## src/sv/assert_macros.svh

```systemverilog
// ============================================================================
// Assertion macros
// Shared concurrent assertion forms clocked on aclk with the reset applied.
// ============================================================================
`ifndef ASSERT_MACROS_SVH
`define ASSERT_MACROS_SVH

// The property must hold at every clock edge outside reset.
`define ASSERT_CLK(label, prop, msg) \
    label: assert property (@(posedge aclk) disable iff (!aresetn) (prop)) \
        else $error(msg);

// The condition must never be true outside reset.
`define ASSERT_NEVER(label, cond, msg) \
    `ASSERT_CLK(label, !(cond), msg)

`endif

```

## src/sv/i2p_pkg.sv

```systemverilog
// ============================================================================
// Infix to postfix converter package
// Character codes, stack codes, command and status types shared by the unit.
// ============================================================================
`timescale 1ns / 1ps

package i2p_pkg;

    localparam logic [7:0] CH_NUL   = 8'h00;
    localparam logic [7:0] CH_SPACE = 8'h20;
    localparam logic [7:0] CH_OPEN  = 8'h28;
    localparam logic [7:0] CH_CLOSE = 8'h29;
    localparam logic [7:0] CH_MUL   = 8'h2A;
    localparam logic [7:0] CH_ADD   = 8'h2B;
    localparam logic [7:0] CH_SUB   = 8'h2D;
    localparam logic [7:0] CH_DIV   = 8'h2F;

    typedef logic [2:0] code_t;

    localparam code_t CODE_NONE = 3'd0;
    localparam code_t CODE_OPEN = 3'd1;
    localparam code_t CODE_ADD  = 3'd2;
    localparam code_t CODE_SUB  = 3'd3;
    localparam code_t CODE_MUL  = 3'd4;
    localparam code_t CODE_DIV  = 3'd5;

    typedef enum logic [2:0] {
        CLS_OPERAND,
        CLS_SPACE,
        CLS_OPEN,
        CLS_CLOSE,
        CLS_OP
    } char_class_t;

    typedef struct packed {
        logic load;
        logic produce;
        logic prod_top;
        logic pop;
        logic push;
        logic push_open;
        logic set_unmatched;
        logic finish;
    } cmd_t;

    typedef struct packed {
        char_class_t cls;
        logic        eoe;
        logic        empty;
        logic        full;
        logic        top_open;
        logic        top_lower;
        logic        pend_valid;
        logic        out_free;
    } status_t;

    function automatic code_t code_of(input logic [7:0] c);
        case (c)
            CH_ADD:  return CODE_ADD;
            CH_SUB:  return CODE_SUB;
            CH_MUL:  return CODE_MUL;
            CH_DIV:  return CODE_DIV;
            default: return CODE_NONE;
        endcase
    endfunction

    function automatic logic [7:0] code_char(input code_t code);
        case (code)
            CODE_OPEN: return CH_OPEN;
            CODE_ADD:  return CH_ADD;
            CODE_SUB:  return CH_SUB;
            CODE_MUL:  return CH_MUL;
            CODE_DIV:  return CH_DIV;
            default:   return CH_NUL;
        endcase
    endfunction

    function automatic logic [1:0] prec_of(input code_t code);
        case (code) inside
            CODE_ADD, CODE_SUB: return 2'd1;
            CODE_MUL, CODE_DIV: return 2'd2;
            default:            return 2'd0;
        endcase
    endfunction

endpackage

```

## src/sv/infix_to_postfix_converter_unit.sv

```systemverilog
// Sequence: a space, operand or '(' passes S_DECODE, S_NEXT and S_FINISH from transfer to the next ready;
// its result is presented in the cycle that ready returns; output stalls can hold S_DECODE or S_FINISH.
// Each operator popped by ')' or an operator adds a pass through S_POP_WAIT (stack read latency).
// End of expression adds S_FLUSH_CHK plus an S_FLUSH_WAIT pass per flushed stack entry; one item at a time.
// Reset: aresetn is synchronous and active low; it empties the stack and clears errors.
// The stack memory itself is not cleared; only entries below the count are read.
// ============================================================================
// Infix to postfix converter
// Shunting-yard conversion of a character stream with sticky error report.
// ============================================================================
`timescale 1ns / 1ps
`include "assert_macros.svh"

module infix_to_postfix_converter_unit #(
    parameter int STACK_DEPTH = 16
) (
    input  logic        aclk,
    input  logic        aresetn,
    input  logic        s_tvalid,
    output logic        s_tready,
    input  logic [7:0]  s_tdata,  // [7:0] ch
    input  logic        s_tlast,
    output logic        m_tvalid,
    input  logic        m_tready,
    output logic [15:0] m_tdata,  // [7:0] out_char, [9:8] expr_error, zero pad
    output logic        m_tlast,
    output logic [1:0]  m_tuser   // [0] char_valid, [1] expr_done
);
    import i2p_pkg::*;

    cmd_t    cmd;
    status_t status;

    i2p_ctrl u_ctrl (
        .aclk     (aclk),
        .aresetn  (aresetn),
        .s_tvalid (s_tvalid),
        .s_tready (s_tready),
        .status   (status),
        .cmd      (cmd)
    );

    i2p_dpath #(
        .STACK_DEPTH (STACK_DEPTH)
    ) u_dpath (
        .aclk     (aclk),
        .aresetn  (aresetn),
        .cmd      (cmd),
        .status   (status),
        .s_tdata  (s_tdata),
        .s_tlast  (s_tlast),
        .m_tready (m_tready),
        .m_tvalid (m_tvalid),
        .m_tdata  (m_tdata),
        .m_tlast  (m_tlast),
        .m_tuser  (m_tuser)
    );

    `ASSERT_CLK(a_done_is_last, (m_tvalid && m_tuser[1]) |-> m_tlast, "expr_done without last")
    `ASSERT_CLK(a_err_with_done, (m_tvalid && (m_tdata[9:8] != 2'b00)) |-> m_tuser[1], "error without done")
    `ASSERT_CLK(a_marker_is_done, (m_tvalid && !m_tuser[0]) |-> m_tuser[1], "bare marker without done")
    `ASSERT_CLK(a_one_item, (s_tvalid && s_tready) |=> !s_tready, "second transfer while busy")
    `ASSERT_NEVER(a_push_pop, cmd.push && cmd.pop, "push and pop in one cycle")

endmodule

```

## src/sv/i2p_dpath.sv

```systemverilog
// ============================================================================
// Infix to postfix datapath
// Input register, operator stack memory, pending result and output register.
// ============================================================================
`timescale 1ns / 1ps

module i2p_dpath #(
    parameter int STACK_DEPTH = 16
) (
    input  logic             aclk,
    input  logic             aresetn,
    input  i2p_pkg::cmd_t    cmd,
    output i2p_pkg::status_t status,
    input  logic [7:0]       s_tdata,
    input  logic             s_tlast,
    input  logic             m_tready,
    output logic             m_tvalid,
    output logic [15:0]      m_tdata,  // [7:0] out_char, [9:8] expr_error, zero pad
    output logic             m_tlast,
    output logic [1:0]       m_tuser   // [0] char_valid, [1] expr_done
);
    import i2p_pkg::*;

    localparam int AW = (STACK_DEPTH > 1) ? $clog2(STACK_DEPTH) : 1;
    localparam int CW = $clog2(STACK_DEPTH + 1);
    localparam logic [CW-1:0] DEPTH_C = CW'(STACK_DEPTH);

    logic [7:0]    ch_reg;
    logic          eoe_reg;
    code_t         op_code;
    char_class_t   cls;

    logic [CW-1:0] count_reg, count_next, count_dec;
    logic [1:0]    err_reg, err_next;
    code_t         stack_mem [STACK_DEPTH];
    code_t         top_reg;
    code_t         push_code;
    logic [AW-1:0] wr_addr, rd_addr;
    logic          full;

    logic          pend_valid_reg, pend_valid_next;
    logic [7:0]    pend_char_reg, pend_char_next;
    logic [7:0]    prod_char;

    logic          m_valid_reg, m_valid_next;
    logic [7:0]    m_char_reg, m_char_next;
    logic          m_cv_reg, m_cv_next;
    logic          m_last_reg, m_last_next;
    logic          m_done_reg, m_done_next;
    logic [1:0]    m_err_reg, m_err_next;

    assign op_code   = code_of(ch_reg);
    assign count_dec = count_reg - CW'(1);
    assign wr_addr   = count_reg[AW-1:0];
    assign rd_addr   = count_dec[AW-1:0];
    assign full      = (count_reg == DEPTH_C);
    assign push_code = cmd.push_open ? CODE_OPEN : op_code;
    assign prod_char = cmd.prod_top ? code_char(top_reg) : ch_reg;

    always_comb begin
        case (ch_reg)
            CH_SPACE: cls = CLS_SPACE;
            CH_OPEN:  cls = CLS_OPEN;
            CH_CLOSE: cls = CLS_CLOSE;
            default:  cls = (op_code != CODE_NONE) ? CLS_OP : CLS_OPERAND;
        endcase
    end

    always_comb begin
        status.cls        = cls;
        status.eoe        = eoe_reg;
        status.empty      = (count_reg == '0);
        status.full       = full;
        status.top_open   = (top_reg == CODE_OPEN);
        status.top_lower  = (prec_of(top_reg) < prec_of(op_code));
        status.pend_valid = pend_valid_reg;
        status.out_free   = !m_valid_reg || m_tready;
    end

    always_ff @(posedge aclk) begin
        if (cmd.push && !full) begin
            stack_mem[wr_addr] <= push_code;
        end
        top_reg <= stack_mem[rd_addr];
    end

    always_comb begin
        count_next      = count_reg;
        err_next        = err_reg;
        pend_valid_next = pend_valid_reg;
        pend_char_next  = pend_char_reg;
        m_valid_next    = m_valid_reg;
        m_char_next     = m_char_reg;
        m_cv_next       = m_cv_reg;
        m_last_next     = m_last_reg;
        m_done_next     = m_done_reg;
        m_err_next      = m_err_reg;

        if (m_tready) begin
            m_valid_next = 1'b0;
        end

        if (cmd.produce) begin
            if (pend_valid_reg) begin
                m_valid_next = 1'b1;
                m_char_next  = pend_char_reg;
                m_cv_next    = 1'b1;
                m_last_next  = 1'b0;
                m_done_next  = 1'b0;
                m_err_next   = 2'b00;
            end
            pend_valid_next = 1'b1;
            pend_char_next  = prod_char;
        end

        if (cmd.pop) begin
            count_next = count_dec;
        end

        if (cmd.push) begin
            if (full) begin
                err_next[0] = 1'b1;
            end else begin
                count_next = count_reg + CW'(1);
            end
        end

        if (cmd.set_unmatched) begin
            err_next[1] = 1'b1;
        end

        if (cmd.finish) begin
            if (pend_valid_reg || eoe_reg) begin
                m_valid_next = 1'b1;
                m_char_next  = pend_valid_reg ? pend_char_reg : CH_NUL;
                m_cv_next    = pend_valid_reg;
                m_last_next  = 1'b1;
                m_done_next  = eoe_reg;
                m_err_next   = eoe_reg ? err_reg : 2'b00;
            end
            pend_valid_next = 1'b0;
            if (eoe_reg) begin
                err_next   = 2'b00;
                count_next = '0;
            end
        end
    end

    always_ff @(posedge aclk) begin
        if (!aresetn) begin
            count_reg      <= '0;
            err_reg        <= 2'b00;
            pend_valid_reg <= 1'b0;
            m_valid_reg    <= 1'b0;
        end else begin
            count_reg      <= count_next;
            err_reg        <= err_next;
            pend_valid_reg <= pend_valid_next;
            m_valid_reg    <= m_valid_next;
        end
    end

    always_ff @(posedge aclk) begin
        if (cmd.load) begin
            ch_reg  <= s_tdata;
            eoe_reg <= s_tlast;
        end
        pend_char_reg <= pend_char_next;
        m_char_reg    <= m_char_next;
        m_cv_reg      <= m_cv_next;
        m_last_reg    <= m_last_next;
        m_done_reg    <= m_done_next;
        m_err_reg     <= m_err_next;
    end

    assign m_tvalid = m_valid_reg;
    assign m_tdata  = {6'b000000, m_err_reg, m_char_reg};
    assign m_tlast  = m_last_reg;
    assign m_tuser  = {m_done_reg, m_cv_reg};

endmodule

```

## src/sv/i2p_ctrl.sv

```systemverilog
// ============================================================================
// Infix to postfix controller
// Sequences decode, stack pops, pushes, the final flush and run completion.
// ============================================================================
`timescale 1ns / 1ps

module i2p_ctrl (
    input  logic             aclk,
    input  logic             aresetn,
    input  logic             s_tvalid,
    output logic             s_tready,
    input  i2p_pkg::status_t status,
    output i2p_pkg::cmd_t    cmd
);
    import i2p_pkg::*;

    typedef enum logic [7:0] {
        S_IDLE       = 8'b0000_0001,
        S_DECODE     = 8'b0000_0010,
        S_POP_CHK    = 8'b0000_0100,
        S_POP_WAIT   = 8'b0000_1000,
        S_NEXT       = 8'b0001_0000,
        S_FLUSH_CHK  = 8'b0010_0000,
        S_FLUSH_WAIT = 8'b0100_0000,
        S_FINISH     = 8'b1000_0000
    } state_t;

    state_t state_reg, state_next;
    logic   can_emit;
    logic   stop_pop;

    assign can_emit = !status.pend_valid || status.out_free;
    assign stop_pop = status.empty || status.top_open || status.top_lower;

    always_comb begin
        state_next = state_reg;
        cmd        = '0;
        s_tready   = 1'b0;
        case (state_reg)
            S_IDLE: begin
                s_tready = 1'b1;
                if (s_tvalid) begin
                    cmd.load   = 1'b1;
                    state_next = S_DECODE;
                end
            end
            S_DECODE: begin
                case (status.cls)
                    CLS_SPACE: begin
                        state_next = S_NEXT;
                    end
                    CLS_OPEN: begin
                        cmd.push      = 1'b1;
                        cmd.push_open = 1'b1;
                        state_next    = S_NEXT;
                    end
                    CLS_CLOSE, CLS_OP: begin
                        state_next = S_POP_CHK;
                    end
                    default: begin
                        if (can_emit) begin
                            cmd.produce = 1'b1;
                            state_next  = S_NEXT;
                        end
                    end
                endcase
            end
            S_POP_CHK: begin
                if (status.cls == CLS_CLOSE) begin
                    if (status.empty) begin
                        cmd.set_unmatched = 1'b1;
                        state_next        = S_NEXT;
                    end else if (status.top_open) begin
                        cmd.pop    = 1'b1;
                        state_next = S_NEXT;
                    end else if (can_emit) begin
                        cmd.produce  = 1'b1;
                        cmd.prod_top = 1'b1;
                        cmd.pop      = 1'b1;
                        state_next   = S_POP_WAIT;
                    end
                end else begin
                    if (stop_pop) begin
                        cmd.push   = 1'b1;
                        state_next = S_NEXT;
                    end else if (can_emit) begin
                        cmd.produce  = 1'b1;
                        cmd.prod_top = 1'b1;
                        cmd.pop      = 1'b1;
                        state_next   = S_POP_WAIT;
                    end
                end
            end
            S_POP_WAIT: begin
                state_next = S_POP_CHK;
            end
            S_NEXT: begin
                state_next = status.eoe ? S_FLUSH_CHK : S_FINISH;
            end
            S_FLUSH_CHK: begin
                if (status.empty) begin
                    state_next = S_FINISH;
                end else if (can_emit) begin
                    cmd.produce  = 1'b1;
                    cmd.prod_top = 1'b1;
                    cmd.pop      = 1'b1;
                    state_next   = S_FLUSH_WAIT;
                end
            end
            S_FLUSH_WAIT: begin
                state_next = S_FLUSH_CHK;
            end
            S_FINISH: begin
                if (!(status.pend_valid || status.eoe) || status.out_free) begin
                    cmd.finish = 1'b1;
                    state_next = S_IDLE;
                end
            end
            default: begin
                state_next = S_IDLE;
            end
        endcase
    end

    always_ff @(posedge aclk) begin
        if (!aresetn) begin
            state_reg <= S_IDLE;
        end else begin
            state_reg <= state_next;
        end
    end

endmodule
```

## config.mk

```make
export PLATFORM = sky130hd
export DESIGN_NAME = infix_to_postfix_converter_unit
export DESIGN_NICKNAME = d
export VERILOG_FILES = /design/src/sv/i2p_pkg.sv /design/src/sv/infix_to_postfix_converter_unit.sv /design/src/sv/i2p_dpath.sv /design/src/sv/i2p_ctrl.sv
export VERILOG_INCLUDE_DIRS = /design/src /design/src/sv
export SDC_FILE = /design/constraint.sdc
export NUM_CORES = 1
export LEC_CHECK = 0
export BUFFER_PORTS_ARGS = -buffer_cell sky130_fd_sc_hd__buf_2
export CORE_ASPECT_RATIO = 1.2
export CORE_MARGIN = 4
export CORE_UTILIZATION = 30
export DETAILED_ROUTE_END_ITERATION = 10
export PLACE_DENSITY_LB_ADDON = 0.1
export SYNTH_ARGS = -nofsm -noshare
export SYNTH_HDL_FRONTEND = slang
export SYNTH_SLANG_ARGS = --single-unit
```

## constraint.sdc

```tcl
create_clock -name aclk -period 3.3 [get_ports aclk]
set_input_delay 0.495 -clock aclk [delete_from_list [all_inputs] [get_ports aclk]]
set_output_delay 0.495 -clock aclk [all_outputs]
set_load 0.1 [all_outputs]
```

# After elaboration in Yosys (flattened, before gate mapping)
# Memories as Yosys holds them, arrays and structs flattened. A register that Yosys moved wholly into a read port is not among the register bits.
# Index checks and enable logic that the tools add are counted.
# word_totals
ff_bits	47
latchBits	0
ram_bits	48
mem_bits_ro	0
inputBits	13
output_inout_bits	21
wordCells	159
mem_count	1
# op_classes
addsub	2
mul	0
div	0
n_lt_le_gt_ge	1
n_eq_ne	33
shifts	0
n_mux	86
bitwise	1
n_reduce_logical	22
# mem_list
memory	words	word_bits	rd	rd_clocked_by_memory_dff	write_ports	line	rtl
u_dpath.stack_mem	16	3	1	1	1	i2p_dpath.sv:35	code_t stack_mem [STACK_DEPTH];
# ops
cell	count
$mux W8	17
$eq A8 B6 Y1 const B	8
$pmux W8 S8	1
$mux W1	36
$pmux W6 S5	1
$mux W2	13
$mux W5	5
$mux W3	7
$eq A3 B2 Y1 const B	6
$pmux W8 S2	1
$eq A3 B3 Y1 const B	5
$reduce_or A2 Y1	7
$pmux W3 S4	1
$pmux W3 S3	1
$eq A8 B1 Y1 const B	1
$eq A8 B2 Y1 const B	1
$eq A8 B3 Y1 const B	1
$eq A8 B4 Y1 const B	1
$eq A8 B5 Y1 const B	1
$eq A8 B7 Y1 const B	1
$eq A8 B8 Y1 const B	1
$eq A3 B1 Y1 const B	2
$logic_or A1 B1 Y1	6
$add A5 B1 Y5 const B	1
17 further kinds	20

# Depth between registers and ports, before layout
# depth
ltp_word	16
mapped_depth	13
depth_no_buf	11

# Modules after synthesis
# Synthesis repeated with hierarchy kept, for this count alone.
# hier_totals
cells_unflattened	399
area_unflattened_um2	4590.7
# modules_own_cells
module	instances	cells_each	area_each_um2	seq_area_each_um2
i2p_dpath	1	304	3887.5	2452.4
i2p_ctrl	1	95	703.2	160.2

# Worst setup path after synthesis
# No wires, ideal clock.
# synth_timing
path_kind	register to register
from	register u_dpath.ch_reg[4]
to	register u_dpath.m_valid_reg (netlist: u_dpath.m_tvalid)
setup_ns	0.115
arrival_time_ns	3.079
required_time_ns	3.185
slack_ns	0.107
stages_incl_launch_ff	12
n_path_buf	0
synth_period_minus_slack_ns	3.193
path_cell_list	edfxtp_1 nor4b_4 nand2_1 nor2_1 inv_1 ha_1 or2_2 a41oi_1 a211oi_4 a211oi_2 a21oi_1 o21a_1
# synth_between
elab_chain_len	14
word_cells_on_any_way	33
cone_classes	order compare: 1; eq/ne: 15; mux: 12; reduce/logical: 5
# synth_rtl
item	line	rtl
start, declared	i2p_dpath.sv:28	logic [7:0] ch_reg;
start signal, assigned	i2p_dpath.sv:165	ch_reg <= s_tdata;
$eq A8 B6 Y1	i2p_pkg.sv:58	case (c)
$pmux W3 S4	i2p_pkg.sv:58	
$eq A3 B3 Y1	i2p_dpath.sv:75	status.top_lower = (prec_of(top_reg) < prec_of(op_code));
$reduce_or A2 Y1	i2p_pkg.sv:79	case (code) inside
$mux W2 (2 in series)	i2p_pkg.sv:79	
$lt A2 B2 Y1	i2p_dpath.sv:75	
$logic_or A1 B1 Y1	i2p_ctrl.sv:33	assign stop_pop = status.empty || status.top_open || status.top_lower;
$mux W3	i2p_ctrl.sv:83	if (stop_pop) begin
$mux W3	i2p_ctrl.sv:69	if (status.cls == CLS_CLOSE) begin
$pmux W1 S3 *	i2p_ctrl.sv:39	case (state_reg)
$mux W1 *	i2p_dpath.sv:103	if (cmd.produce) begin
$mux W1	i2p_dpath.sv:133	if (pend_valid_reg || eoe_reg) begin
$mux W1 *	i2p_dpath.sv:132	if (cmd.finish) begin
end signal, assigned	i2p_dpath.sv:159	m_valid_reg <= m_valid_next;
end, declared	i2p_dpath.sv:45	logic m_valid_reg, m_valid_next;
# Mark *: on every way between the ends. The rest lies on a longest branch, timed or not.
# A chain may end at the register's enable or synchronous reset.

# Worst setup path in the final report
# layout_timing
from	register u_dpath.ch_reg[4]
to	register u_dpath.m_done_reg
# layout_between
elab_chain_len	14
word_cells_on_any_way	33
cone_classes	order compare: 1; eq/ne: 15; mux: 12; reduce/logical: 5
# layout_rtl
item	line	rtl
$eq A8 B6 Y1	i2p_pkg.sv:58	
$pmux W3 S4	i2p_pkg.sv:58	
$eq A3 B3 Y1	i2p_dpath.sv:75	
$reduce_or A2 Y1	i2p_pkg.sv:79	
$mux W2 (2 in series)	i2p_pkg.sv:79	
$lt A2 B2 Y1	i2p_dpath.sv:75	
$logic_or A1 B1 Y1	i2p_ctrl.sv:33	
$mux W3	i2p_ctrl.sv:83	
$mux W3	i2p_ctrl.sv:69	
$pmux W1 S3 *	i2p_ctrl.sv:39	
$mux W1 *	i2p_dpath.sv:103	
$mux W1	i2p_dpath.sv:133	
$mux W1 *	i2p_dpath.sv:132	
net u_dpath.m_done_next	i2p_dpath.sv:49	logic m_done_reg, m_done_next;
end signal, assigned	i2p_dpath.sv:172	m_done_reg <= m_done_next;
end, declared	i2p_dpath.sv:49	
# Mark *: on every way through the listed nets, which the timed path passes. The rest lies on a longest branch.

==> flow_metrics.tcl <==
set metrics [dict create \
    cpLargestDelayFamily "simple AND/OR/NAND/NOR gates" \
    synth_edf_count 65 \
    period_needed_ns 3.01 \
    critPathMaxStageDelay_ns 0.58 \
    synthArstFlopShare_pct 0 \
    post_cts_buffers 0 \
    cp-end-kind "flip-flop" \
    slew-limit-headroom_pct 47.1 \
    drtAntennaViolNets 0 \
    synthCells 394 \
    slew_viol_final 0 \
    largest_reg_flops 48 \
    wl_per_cell_um 17.4 \
    top_register "u_dpath.stack_mem" \
    synth-seq-area-share_pct 54.3 \
    firstDrtPassIters 4 \
    avgViaCountPerCell 4.88 \
    diodes 0 \
    final_common_cell "edfxtp_1" \
    setup_viol 0 \
    ys.flop_type "edfxtp_1" \
    layout_setup_ws_ns 0.287 \
    grt_usage_pct 12.8 \
    die_w_um 124 \
    clock_path_buffers 2 \
    drive_gt1_share_pct 21.4 \
    post-route-period-util_pct 91.3 \
    drtIter0Drc 146 \
    p_leak_uw 0.00202 \
    wl_um 11000 \
    syn_avg_cell_area_um2 12.2 \
    criticalPathCategory "reg2reg" \
    clkTransAtPathRegs_ns 0.07 \
    cts_tree "done" \
    cts_resized 0 \
    num_vias 3095 \
    ys_ff_latch 98 \
    rsz0062_at_grt "yes" \
    dpl.cell_count 618 \
    grt_pass1_vias 3254 \
    chipHeight_um 147 \
    final_cell_mix "65 x edfxtp_1, 33 x dfxtp_1, 29 x nand2_1, 27 x buf_2, 25 x inv_1" \
    clkLatencyLatePin_ns 0.35 \
    ys_types 74 \
    fin_skew_ns 0.0133 \
    hold_path_class "in2reg" \
    port-buffer-count 27 \
    die_area_um2 18100 \
    tightestPinTransition_ns 0.789 \
    critPathArrivalTime_ns 3.20 \
    syn_to_final_growth_pct 13.5 \
    power.total_uw 2950 \
    hold_violations 0 \
    layout.nets 440 \
    grt_overflow 0 \
    cts.htree.levels 3 \
    fmax_ghz 0.332 \
    core_area_um2 15600 \
    crit_buf_inv 1 \
    grt_max_degree 19 \
    worst_setup_path_start_kind "flip-flop" \
    initial_core_util_pct 30.7 \
    num_rows 50 \
    syn_area_um2 4810 \
    path_cells "nor4b_4, nand2_1, nor2_1, inv_1, ha_1, or2_2, a41oi_1, a211oi_4, a21oi_2, nor2_1, o221ai_1" \
    nFillCells 1587 \
    max_cap_viol_count 0 \
    root_buffer "clkbuf_16" \
    crit_fanout 10 \
    ys_warn_count 0 \
    status "completed" \
    fin_setup_tns_ns 0 \
    drc 0 \
    place.detailed.hpwl_um 8050 \
    pre_cts_slack_ns 0.262 \
    gp_congestion 0.741 \
    ioPinCount 34 \
    final_core_util_pct 34.9 \
    final_cells 634 \
    cts_hold_buf 0 \
    ir_drop_v 0.000267 \
    numCtsBuffers 9 \
    p_per_area_nw_per_um2 541 \
    grt_pass1_wl_um 17700 \
    critPathSlowestCell "nor2_1" \
    cts.sinks 98 \
    required_ns 3.49 \
    crit_top_cell "nor2_1" \
    antenna_found_initial 0 \
]
## Yosys cell counts, types with 8 or more instances
cell type / instances / share of area [%]
a21o_1: 9 / 1.4
a21oi_1: 12 / 1.2
a221oi_1: 8 / 1.5
and2_1: 15 / 2.0
and3_1: 12 / 1.6
buf_4: 9 / 1.4
dfxtp_1: 33 / 14
edfxtp_1: 65 / 41
inv_1: 25 / 2.0
mux4_2: 15 / 7.0
nand2_1: 29 / 2.3
nand3_1: 12 / 1.2
nor2_1: 23 / 1.8
o221ai_1: 11 / 2.0
## worst paths after layout
| check | from | end | slack [ns] | cells past startpoint |
|---|---|---|---|---|
| worst min register to register | u_dpath.m_tlast | u_dpath.m_tlast | 0.48 | 2 |
| worst max register to register | u_dpath.ch_reg[4] | u_dpath.m_done_reg | 0.29 | 11 |
| worst min-delay path | s_tdata[5] | u_dpath.ch_reg[5] | 0.31 | 1 |
| worst max-delay path | u_dpath.ch_reg[4] | u_dpath.m_done_reg | 0.29 | 11 |
## cell families (layout without fill, tap and decap cells)
group	after synthesis	after routing	synth area share [%]
DFF	98	98	54.3
xor gates and xnor gates	5	5	0.911
AOI/OAI and AO/OA	75	75	12.2
other	1	6	0.0780
and+or+nand+nor	138	138	17.0
muxes	20	20	8.07
buffers and inverters	51	78	5.80
adders and majority gates	6	6	1.56
## cell type report
| class | instances | area, um2 | share of cell area (%) |
|---|---|---|---|
| clock inverter | 6 | 115 | 2.11 |
| inverter | 25 | 93.8 | 1.72 |
| tap | 208 | 260 | 4.77 |
| clock buffer | 10 | 229 | 4.20 |
| timing repair buffer | 37 | 210 | 3.85 |
| sequential | 98 | 2610 | 47.9 |
| multi-input combinational | 250 | 1930 | 35.5 |
## metal layers
| metal | up-vias | track usage, % | wire length [um] | share of wire [%] |
|---|---|---|---|---|
| met1 | 1515 | 15.0 | 4720 | 43 |
| met5 | - | 0 | 0 | 0 |
| met3 | 10 | 2.98 | 362 | 3.3 |
| met2 | 45 | 22.8 | 5810 | 53 |
| li1 | 1525 | - | - | - |
| met4 | 0 | 4.16 | 151 | 1.4 |
## metrics by stage
stage | hold slack (ns) | cell area [um2]
2_1_floorplan | 0.438 | 4830
3_3_place_gp | 0.461 | 5110
3_5_place_dp | 0.461 | 5110
4_1_cts | 0.298 | 5460
5_1_grt | 0.303 | 5460
6_report | 0.313 | 5460
## power by group
group | leakage (uW) | switching [uW] | internal, uW | total, uW
logic | 0.00102 | 236 | 104 | 340
registers | 0.000837 | 47.8 | 1340 | 1390
clock network | 0.000163 | 475 | 744 | 1220
total | 0.00202 | 759 | 2190 | 2950
Power figures use the tool's default switching activity.
